File: src/fms_pkg.sv
package fms_pkg;

  // item actions
  localparam logic [1:0] ACT_LOAD    = 2'd0;
  localparam logic [1:0] ACT_WORD    = 2'd1;
  localparam logic [1:0] ACT_RESTART = 2'd2;

  // result status codes
  localparam logic [1:0] ST_REG_SUM   = 2'd0;
  localparam logic [1:0] ST_END       = 2'd1;
  localparam logic [1:0] ST_UNKNOWN   = 2'd2;
  localparam logic [1:0] ST_EMPTY_REG = 2'd3;

  // structure block tokens
  localparam logic [31:0] TOK_BEGIN_NODE = 32'h0000_0001;
  localparam logic [31:0] TOK_END_NODE   = 32'h0000_0002;
  localparam logic [31:0] TOK_PROP       = 32'h0000_0003;
  localparam logic [31:0] TOK_NOP        = 32'h0000_0004;
  localparam logic [31:0] TOK_END        = 32'h0000_0009;

  // parse phases
  localparam logic [2:0] PH_TOKEN    = 3'd0;
  localparam logic [2:0] PH_NAME     = 3'd1;
  localparam logic [2:0] PH_PROP_LEN = 3'd2;
  localparam logic [2:0] PH_PROP_OFF = 3'd3;
  localparam logic [2:0] PH_SKIP     = 3'd4;
  localparam logic [2:0] PH_REG      = 3'd5;

  // name characters that are matched
  localparam logic [7:0] CH_M = 8'h6d;
  localparam logic [7:0] CH_E = 8'h65;
  localparam logic [7:0] CH_Y = 8'h79;
  localparam logic [7:0] CH_R = 8'h72;
  localparam logic [7:0] CH_G = 8'h67;

  // one reg entry: two address cells and two size cells
  localparam int ENTRY_BYTES = 16;

  // registered item handed to the parser
  typedef struct packed {
    logic [1:0]  action;
    logic [31:0] word;
    logic [7:0]  str_lo;
    logic [7:0]  str_hi;
  } fms_item_t;

  // parser decision for the current item
  typedef struct packed {
    logic        emit;
    logic [1:0]  status;
    logic [63:0] total;
  } fms_result_t;

endpackage

File: src/fms_parser.sv
module fms_parser
  import fms_pkg::*;
#(
  parameter int STRING_STORE_BYTES = 1024
) (
  input  logic        clk,
  input  logic        rst_n,
  input  logic        fire,
  input  fms_item_t   item,
  output fms_result_t res
);

  logic [2:0]  phase_r, phase_nxt;
  logic        in_mem_r, in_mem_nxt;
  logic [1:0]  name_idx_r, name_idx_nxt;
  logic [15:0] name_first_r, name_first_nxt;
  logic [30:0] skip_r, skip_nxt;
  logic [27:0] entries_r, entries_nxt;
  logic [1:0]  entry_idx_r, entry_idx_nxt;
  logic [31:0] high_hold_r, high_hold_nxt;
  logic [63:0] sum_r, sum_nxt;
  logic [31:0] prop_len_r, prop_len_nxt;
  logic        finished_r, finished_nxt;

  logic [31:0] w;
  logic        zero_byte;
  logic        off_in_range;
  logic        is_reg;
  logic [30:0] skip_calc;
  logic [27:0] entries_dec;
  logic [63:0] sum_add;

  assign w = item.word;
  assign zero_byte = (w[31:24] == 8'd0) || (w[23:16] == 8'd0) ||
                     (w[15:8] == 8'd0) || (w[7:0] == 8'd0);
  assign off_in_range = ({1'b0, w} + 33'd2) < 33'(STRING_STORE_BYTES);
  assign is_reg = off_in_range && (item.str_lo == CH_R) && (item.str_hi == CH_G);
  assign skip_calc = {1'b0, prop_len_r[31:2]} + {30'd0, |prop_len_r[1:0]};
  assign entries_dec = (entries_r != 28'd0) ? entries_r - 28'd1 : entries_r;
  assign sum_add = sum_r + {high_hold_r, w};

  // next parse state for the current item
  always_comb begin
    phase_nxt      = phase_r;
    in_mem_nxt     = in_mem_r;
    name_idx_nxt   = name_idx_r;
    name_first_nxt = name_first_r;
    skip_nxt       = skip_r;
    entries_nxt    = entries_r;
    entry_idx_nxt  = entry_idx_r;
    high_hold_nxt  = high_hold_r;
    sum_nxt        = sum_r;
    prop_len_nxt   = prop_len_r;
    finished_nxt   = finished_r;
    res.emit       = 1'b0;
    res.status     = ST_REG_SUM;
    res.total      = 64'd0;

    if (item.action == ACT_RESTART) begin
      phase_nxt      = PH_TOKEN;
      in_mem_nxt     = 1'b0;
      name_idx_nxt   = 2'd0;
      name_first_nxt = 16'd0;
      skip_nxt       = 31'd0;
      entries_nxt    = 28'd0;
      entry_idx_nxt  = 2'd0;
      high_hold_nxt  = 32'd0;
      sum_nxt        = 64'd0;
      prop_len_nxt   = 32'd0;
      finished_nxt   = 1'b0;
    end else if (item.action == ACT_WORD && !finished_r) begin
      case (phase_r)
        PH_TOKEN: begin
          if (w == TOK_BEGIN_NODE) begin
            in_mem_nxt     = 1'b0;
            name_idx_nxt   = 2'd0;
            name_first_nxt = 16'd0;
            phase_nxt      = PH_NAME;
          end else if (w == TOK_PROP) begin
            phase_nxt = PH_PROP_LEN;
          end else if (w == TOK_END_NODE) begin
            in_mem_nxt = 1'b0;
          end else if (w == TOK_NOP) begin
            phase_nxt = PH_TOKEN;
          end else if (w == TOK_END) begin
            res.emit   = 1'b1;
            res.status = ST_END;
          end else begin
            res.emit   = 1'b1;
            res.status = ST_UNKNOWN;
          end
        end
        PH_NAME: begin
          if (name_idx_r == 2'd0) begin
            name_first_nxt = w[31:16];
          end else if (name_idx_r == 2'd1) begin
            if (name_first_r == {CH_M, CH_E} && w[23:16] == CH_Y) begin
              in_mem_nxt = 1'b1;
            end
          end
          if (name_idx_r != 2'd2) begin
            name_idx_nxt = name_idx_r + 2'd1;
          end
          if (zero_byte) begin
            phase_nxt = PH_TOKEN;
          end
        end
        PH_PROP_LEN: begin
          prop_len_nxt = w;
          phase_nxt    = PH_PROP_OFF;
        end
        PH_PROP_OFF: begin
          if (in_mem_r && is_reg) begin
            entries_nxt = prop_len_r[31:4];
            if (prop_len_r == 32'd0) begin
              res.emit   = 1'b1;
              res.status = ST_EMPTY_REG;
            end else if (prop_len_r[31:4] == 28'd0) begin
              res.emit   = 1'b1;
              res.status = ST_REG_SUM;
            end else begin
              entry_idx_nxt = 2'd0;
              sum_nxt       = 64'd0;
              phase_nxt     = PH_REG;
            end
          end else begin
            skip_nxt  = skip_calc;
            phase_nxt = (skip_calc != 31'd0) ? PH_SKIP : PH_TOKEN;
          end
        end
        PH_SKIP: begin
          if (skip_r != 31'd0) begin
            skip_nxt = skip_r - 31'd1;
          end
          if (skip_r == 31'd0 || skip_r == 31'd1) begin
            phase_nxt = PH_TOKEN;
          end
        end
        PH_REG: begin
          entry_idx_nxt = entry_idx_r + 2'd1;
          if (entry_idx_r == 2'd2) begin
            high_hold_nxt = w;
          end else if (entry_idx_r == 2'd3) begin
            sum_nxt     = sum_add;
            entries_nxt = entries_dec;
            if (entries_dec == 28'd0) begin
              entry_idx_nxt = 2'd0;
              res.emit      = 1'b1;
              res.status    = ST_REG_SUM;
              res.total     = sum_add;
            end
          end
        end
        default: begin
          phase_nxt = PH_TOKEN;
        end
      endcase
      // a result ends the scan until restart
      if (res.emit) begin
        finished_nxt = 1'b1;
        phase_nxt    = PH_TOKEN;
      end
    end
  end

  // parse state advances when the item leaves the input stage
  always_ff @(posedge clk) begin
    if (!rst_n) begin
      phase_r      <= PH_TOKEN;
      in_mem_r     <= 1'b0;
      name_idx_r   <= 2'd0;
      name_first_r <= 16'd0;
      skip_r       <= 31'd0;
      entries_r    <= 28'd0;
      entry_idx_r  <= 2'd0;
      high_hold_r  <= 32'd0;
      sum_r        <= 64'd0;
      prop_len_r   <= 32'd0;
      finished_r   <= 1'b0;
    end else if (fire) begin
      phase_r      <= phase_nxt;
      in_mem_r     <= in_mem_nxt;
      name_idx_r   <= name_idx_nxt;
      name_first_r <= name_first_nxt;
      skip_r       <= skip_nxt;
      entries_r    <= entries_nxt;
      entry_idx_r  <= entry_idx_nxt;
      high_hold_r  <= high_hold_nxt;
      sum_r        <= sum_nxt;
      prop_len_r   <= prop_len_nxt;
      finished_r   <= finished_nxt;
    end
  end

endmodule

File: config.mk
export PLATFORM = sky130hd
export DESIGN_NAME = fms_parser
export DESIGN_NICKNAME = d
export VERILOG_FILES = /design/src/fms_pkg.sv /design/src/fms_parser.sv
export SDC_FILE = /design/constraint.sdc
export NUM_CORES = 1
export LEC_CHECK = 0
export ABC_AREA = 1
export BUFFER_PORTS_ARGS = -buffer_cell sky130_fd_sc_hd__buf_2
export CAP_MARGIN = 15
export CORE_ASPECT_RATIO = 1.25
export CORE_UTILIZATION = 40
export CTS_CLUSTER_SIZE = 10
export DETAILED_ROUTE_END_ITERATION = 6
export GPL_ROUTABILITY_DRIVEN = 0
export SETUP_SLACK_MARGIN = 0.1
export SYNTH_ARGS = -nofsm -noshare
export SYNTH_HDL_FRONTEND = slang
export SYNTH_SLANG_ARGS = --single-unit
File: constraint.sdc
create_clock -name clk -period 4 [get_ports clk]
set_input_delay 0.4 -clock clk [delete_from_list [all_inputs] [get_ports clk]]
set_output_delay 0.4 -clock clk [all_outputs]
set_load 0.02 [all_outputs]
## Yosys cells after proc, flatten, opt, wreduce, memory -nomap -nowiden

Index checks and enable logic that the tools add are counted.

- Output and inout port bits: 67
- Logic and storage cells: 194
- Register bits after elaboration: 212
- Input bits: 53

- Reductions and logical operators: 43
- Equal/unequal tests: 43
- Order comparisons: 1
- Muxes and demuxes: 89
- Add/subtract/negate cells: 7

Operator list:

| cell | number |
|---|---|
| $mux W64 | 8 |
| $mux W67 | 5 |
| $mux W32 | 7 |
| $mux W28 | 6 |
| $pmux W64 S2 | 1 |
| $mux W31 | 4 |
| $mux W3 | 22 |
| $add A64 B64 Y64 | 1 |
| $eq A32 B2 Y1 const B | 2 |
| $mux W16 | 4 |
| $pmux W31 S2 | 1 |
| $reduce_bool A31 Y1 | 2 |
| $logic_not A28 Y1 | 2 |
| $pmux W28 S2 | 1 |
| $ne A3 B3 Y1 const B | 14 |
| $add A32 B2 Y33 const B | 1 |
| $lt A33 B11 Y1 const B | 1 |
| $eq A32 B1 Y1 const B | 1 |
| $eq A32 B3 Y1 const B | 1 |
| $eq A32 B4 Y1 const B | 1 |
| $logic_not A32 Y1 | 1 |
| $logic_not A8 Y1 | 4 |
| $pmux W16 S2 | 1 |
| $add A30 B1 Y31 | 1 |
| other kinds (37) | 91 |

## Depth between registers and ports, before layout

Gate-level depths: netlist of run 1.

- Depth in word-level cells: 12
- Depth in mapped cells: 21
- Depth with buffers taken out: 20

## Worst setup path after synthesis of run 1

No wires, ideal clock.

- Path kind: register -> output
- From: register entries_r[0]
- To: output port res[10] in the netlist's numbering
- Buffers on the path: 4
- Required time: 3600 ps
- Setup slack: 774 ps
- Cell stages (with the launch flop): 17
- Arrival time: 2826 ps
- Path through: dfxtp_1 > inv_1 > ha_1 > buf_2 > nand2_1 > nor2_1 > nand2_1 > inv_2 > nand2_2 > buf_6 > buf_2 > o21ai_1 > nand4_1 > nor4_2 > nand4_2 > buf_2 > nor3_1

RTL lines:

| what | line | RTL |
|---|---|---|
| from (decl) | fms_parser.sv:18 | `logic [27:0] entries_r, entries_nxt;` |
| from (signal assigned) | fms_parser.sv:186 | `entries_r <= entries_nxt;` |
| to (decl) | fms_parser.sv:10 | `output fms_result_t res` |

==> reports/metrics.yaml, run 1 <==
clock_skew_ns: 0.0222
cts_buffers: 27
clkPwrFrac_pct: 37.4
htreeDepth: 1
drcViolationCount: 0
drv_cap: 0
syn_nets: 2974
grt_pass1_wl_um: 102000
p_sw_share_pct: 35.0
die_h_um: 234
hold_depth: 4
max_freq_mhz: 266
drive_above_1_share_pct: 11.3
crit_start: "high_hold_r[16]"
seq_area_frac_synth_pct: 24.6
required_ns: 3.60
timing.final.crit_share_pct: 94.1
ios: 120
hold_end: "finished_r"
area_delta_synth_final_pct: 15.0
slew_headroom_pct: 23.6
yosys_warnings: 0
worstSetupEndpointType: "output pin"
clk_path_buf_depth: 3
dieWidth_um: 188
nets: 3067
cp_data_arrival_time_ns: 3.36
drt-total-wl_um: 65900
p_switching_uw: 2190
rsz0062_at_grt: "true"
fp-row-count: 84
synth-seq-cells: 212
power.density_nw_per_um2: 316
dieArea_um2: 43900
r2r-end: "entries_r[15]"
pwr-share-comb_pct: 26.2
gr-usage-all-layers_pct: 29.3
avgRoutedWirePerCell_um: 18.8
ff2ff_path_depth: 14
ant_nets: 0
ff2ff_setup_slack_ns: 0.59
power_leakage_uw: 0.00853
start_util_pct: 40.8
cts_tree: "built"
portBuffers: 119
worstPathCellList: "ha_1 -> a21oi_1 -> inv_1 -> a31oi_1 -> o21ai_0 -> a31oi_1 -> and3_2 -> o21ai_0 -> or2_2 -> nand2_1 -> nor2_2 -> buf_4"
final_hold_viol_count: 0
setup_viol: 0
final_area_um2: 19800
crit_family: "compound AO/OA/AOI/OAI gates"
grt_pass1_vias: 19000
whs_ns: 0.152
post_dp_cell_area_um2: 18300
r2r-start: "phase_r[0]"
initialDrtViolationCount: 1684
synth_top_area_share_pct: 24.6
seqPwrFrac_pct: 36.4
cts-root-buf: "clkbuf_16"
clk_latency_ns: 0.57
dr.pass1.iters: 6
clk_pin_slew_ns: 0.06
netlist_area_um2: 17200
ys_types: 54
finalCriticalPeriod_ns: 3.76
syn_avg_cell_area_um2: 6.06
vias_per_cell: 5.72
hp-class: "in -> reg"
path_buf_inv: 2
tns_ns: 0
fp.coreArea_um2: 42300
dp_hpwl_um: 49800
antenna_found_initial: 0
slowest_stage: "dfxtp_1"
path_max_fanout: 6
grt_max_degree: 94
tightest_slew_ns: 1.14
overflow: 0
max_stage_delay_ns: 0.43
status: "completed"
p_int_uw: 4070
synth_area_leaders: "dfxtp_1 25%, nand2_1 11%, nor2_1 11%, o21ai_0 8.1%, a21oi_1 7.8%"
slew_viol_final: 0
vdd_drop_max_v: 0.000363
via_count: 20100
hp-start: "fire"
critical_path_class: "reg -> out"
synth.largest_area_cell: "dfxtp_1"
cts.sinks: 212
crit_path_start_kind: "flop"
synthCells: 2845
cell usage after synthesis, drive strengths merged:
cell and count:
nand2 501, nor2 490, inv 336, o21ai 300, a21oi 288, dfxtp 212, nand3 129, nor3 90
ha 75, clkbuf 74, nand4 69, xor2 55, buf 25, o22ai 23, o211a 21, a31oi 20
a211oi 19, nor4 18, nand3b 15, a21o 14, o21bai 12, o211ai 11, or2 11, o21a 6
o31ai 4, xnor2 4, a21boi 3, a221o 3, and3 3, nor3b 3, o221ai 2, o41ai 2
a2111oi 1, a221oi 1, clkinv 1, fa 1, o2111ai 1, o221a 1, o311ai 1
power groups by stage:
stage               Sequential [µW]  Combinational, µW  Clock [µW]
CTS                            2280               1550        2380
detailed placement             2320               1520           0
global placement               2320               1500           0
global route                   2290               1810        2460
finish                         2280               1640        2340
floorplan                      2300               1090           0
metal layers:
| metal | wire (µm) | vias to the layer above | global-route usage (%) |
|---|---|---|---|
| met5 | 0 | - | 0 |
| met4 | 4580 | 0 | 19.4 |
| met3 | 4100 | 252 | 3.77 |
| met2 | 31800 | 903 | 51.6 |
| met1 | 25500 | 9166 | 33.2 |
| li1 | - | 9747 | - |
metrics by stage:
stage | utilization (%) | power (µW) | setup WS [ns] | cells
final | 46.9 | 6270 | 0.236 | 3511
after global routing | 46.9 | 6560 | 0.0884 | 3510
after CTS | 46.0 | 6220 | 0.113 | 3500
after detailed placement | 43.4 | 3840 | 0.119 | 3449
after global placement | 43.4 | 3830 | 0.175 | 3449
after floorplan | - | 3390 | 0.774 | 2845
sequential cells by signal, summed over array words and instances (netlist names):
name and cells:
prop_len_r 32, high_hold_r 32, name_idx_r 2, name_first_r 16, phase_r 3, entries_r 28
in_mem_r 1, finished_r 1, entry_idx_r 2, skip_r 31, sum_r 64
how the worst max path moves through the flow:
stage | end | slack, ns | depth (start not counted)
global route | res[53] | 0.09 | 13
global placement | res[56] | 0.18 | 17
detailed placement | res[56] | 0.12 | 17
CTS | res[39] | 0.11 | 15
finish | res[57] | 0.24 | 12
floorplan | res[10] | 0.77 | 16
cell families after synthesis:
family,share of synthesized area [%]
AND/OR/NAND/NOR,33.0
AO/OA/AOI/OAI,23.9
buffers and inverters,9.92
flip-flops,24.6
adder cells (fa/ha/maj),5.56
XOR/XNOR,3.00
worst reg2reg max path, stage by stage (launching register included):
cell and delay [ns]:
dfxtp_1 0.39, inv_1 0.11, nor2_1 0.10, inv_1 0.09
nor2_2 0.30, inv_1 0.18, nor2_4 0.30, clkinvlp_4 0.16
buf_4 0.22, a21oi_1 0.30, inv_1 0.16, nand3_1 0.11
buf_4 0.44, o21ai_0 0.31, a21oi_1 0.19
layout make-up:
type	count	area, µm²
Clock inverter	4	23.8
Tap cell	559	699
Timing Repair Buffer	162	1160
Multi-Input combinational cell	2197	11600
Timing Repair inverter	1	7.51
Clock buffer	38	797
Inverter	337	1270
Fill cell	4582	22400
Antenna cell	1	2.50
Sequential cell	212	4250
cell usage in the layout, fill, tap and decap left out, types with 10 or more instances in the layout:
cell,synthesis,routed
nand2_1,495,482
nor2_1,485,462
inv_1,332,324
o21ai_0,278,270
a21oi_1,270,265
dfxtp_1,212,210
nand3_1,127,126
buf_2,13,91
nor3_1,84,77
ha_1,75,74
nand4_1,68,68
buf_4,3,61
xor2_1,55,55
o21ai_1,22,28
clkbuf_16,0,27
a21oi_2,18,23
o22ai_1,23,23
o211a_1,21,21
nor2_2,3,20
a31oi_1,20,19
a211oi_1,19,18
nand2_2,6,15
nand3b_1,15,15
nor4_1,17,15
a21o_1,14,14
nor3_2,5,12
o21bai_1,12,11
o211ai_1,11,11
or2_2,11,11
inv_2,4,10
timing repair:
action | CTS | global route
hold buffers | 0 | 0
pin swaps | 6 | 11
resized for setup | 34 | 100
buffers inserted | 6 | 7
setup endpoints to repair | 65 | 92
cloned | 3 | 1
Power figures use the tool's default switching activity.
==> run 2: changes to the inputs <==
Settings changed: CELL_PAD_IN_SITES_DETAIL_PLACEMENT set to 1, CELL_PAD_IN_SITES_GLOBAL_PLACEMENT set to 2, CORE_UTILIZATION 40 to 36, PLACE_DENSITY_LB_ADDON set to 0.1, SETUP_SLACK_MARGIN 0.1 to 0.4.
==> reports/metrics.yaml, run 2 (same netlist as run 1, synthesis figures left out) <==
hp-start: "fire"
grt_pass1_vias: 21300
drcViolationCount: 0
hold_depth: 4
rsz0062_at_grt: "true"
holdBufCountCts: 0
power_leakage_uw: 0.00923
critical_path_class: "reg -> out"
tns_ns: 0
htreeDepth: 1
largest_reg_flops: 64
via_count: 20600
cp_data_arrival_time_ns: 3.42
drv_cap: 0
total_power_uw: 6650
mostFrequentLayoutCells: "458 x nand2_1, 411 x nor2_1, 318 x inv_1"
drive_above_1_share_pct: 19.2
drt-total-wl_um: 79400
grt_pass1_wl_um: 120000
timing.final.crit_share_pct: 95.5
die_h_um: 247
area_delta_synth_final_pct: 28.1
dr.pass1.iters: 6
initialDrtViolationCount: 998
cts-root-buf: "clkbuf_16"
ant_nets: 0
final_common_cell: "nand2_1"
p_int_uw: 4250
max_freq_mhz: 262
clk_latency_ns: 0.58
power.density_nw_per_um2: 301
ff2ff_path_depth: 27
r2r-end: "sum_r[44]"
final_area_um2: 22100
fin_ws_ns: 0.180
clk_path_buf_depth: 3
overflow: 0
vias_per_cell: 5.60
ff2ff_setup_slack_ns: 0.50
path_max_fanout: 12
start_util_pct: 36.5
cts.sinks: 212
slew_headroom_pct: 41.6
status: "completed"
final_hold_viol_count: 0
cts_tree: "built"
fp-row-count: 89
fp.coreArea_um2: 47200
worstSetupEndpointType: "output pin"
required_ns: 3.60
tightest_slew_ns: 0.876
ios: 120
nets: 3150
hp-class: "in -> reg"
reg_top3: "sum_r x64, high_hold_r x32, prop_len_r x32"
clkPwrFrac_pct: 37.0
r2r-start: "sum_r[0]"
avgRoutedWirePerCell_um: 21.6
pwr-share-comb_pct: 28.6
antenna_found_initial: 2
vdd_drop_max_v: 0.000310
p_switching_uw: 2400
dieWidth_um: 198
grt_max_degree: 91
seqPwrFrac_pct: 34.5
post_dp_cell_area_um2: 18600
setup_viol: 0
dp_slack_ns: 0.151
clock_skew_ns: 0.0133
slew_viol_final: 0
largest-register: "sum_r"
finalCriticalPeriod_ns: 3.82
p_sw_share_pct: 36.1
dp_hpwl_um: 60200
clk_pin_slew_ns: 0.06
dieArea_um2: 48800
hold_end: "finished_r"
cts_buffers: 28
crit_path_start_kind: "flop"
gr-usage-all-layers_pct: 31.7
fin_util_pct: 46.8
portBuffers: 119
-- run 2: changes by cell type in the layout (fill, tap and decap cells not counted), moves of 14 or more --
| cell | change |
|---|---|
| nor2_4 | +46 |
| o21ai_0 | -18 |
| buf_2 | -37 |
| nor2_1 | -51 |
| nor3_4 | +20 |
| ha_2 | +14 |
| ha_1 | -23 |
| nor3_1 | -15 |
| nand2_1 | -24 |
| buf_4 | +40 |
| buf_6 | +72 |
| nand2_2 | +20 |
-- run 2: final cells by class --
class | count | area [µm²]
Antenna cell | 2 | 5.00
Clock buffer | 41 | 841
Clock inverter | 5 | 30.0
Fill cell | 6262 | 25100
Inverter | 337 | 1270
Multi-Input combinational cell | 2198 | 12600
Sequential cell | 212 | 4260
Tap cell | 637 | 797
Timing Repair Buffer | 244 | 2240
-- run 2: repair_timing --
item	CTS	global route
gates resized for setup	297	234
pin swaps	48	56
buffers inserted	55	20
gates cloned	6	1
endpoints found under the setup margin	65	70
-- run 2: worst max-delay path, cell delays in order (launching register included) --
cell and delay [ns]:
dfxtp_1 0.33, inv_2 0.12, nand2_1 0.10, nor2_2 0.16, nand2_2 0.11, nor2_4 0.22
nand2_8 0.11, buf_4 0.18, nand2_1 0.12, nand4_1 0.12, a21oi_1 0.29, nand4_4 0.18
buf_12 0.18, buf_16 0.15, buf_12 0.14, nor3_4 0.18, buf_6 0.14
-- run 2: worst max path at each step --
stage          cells after the start          start       to
2_1_floorplan                     16   entries_r[0]  res[10]
3_3_place_gp                      18       item[16]  res[54]
3_5_place_dp                      18       item[16]  res[42]
4_1_cts                           18       sum_r[0]  res[24]
5_1_grt                           16  entries_r[16]  res[50]
6_report                          16  entries_r[16]  res[50]
-- run 2: stage by stage --
stage	instances	hold WS, ns
5_1_grt	3676	0.166
2_1_floorplan	2845	0.429
6_report	3676	0.134
3_3_place_gp	3544	0.440
4_1_cts	3651	0.0958
3_5_place_dp	3544	0.454
-- run 2: power by group through the flow --
stage	sequential [µW]	clock, µW	combinational (µW)
floorplan	2300	0	1090
global placement	2320	0	1580
detailed placement	2330	0	1620
CTS	2290	2520	1760
global route	2300	2580	2060
finish	2290	2460	1900
-- run 2: metal layers --
metal,track usage (%),part of all wire [%]
met1,35.1,39
met2,57.7,50
met3,2.75,3.2
met4,20.2,7.1
met5,0,0
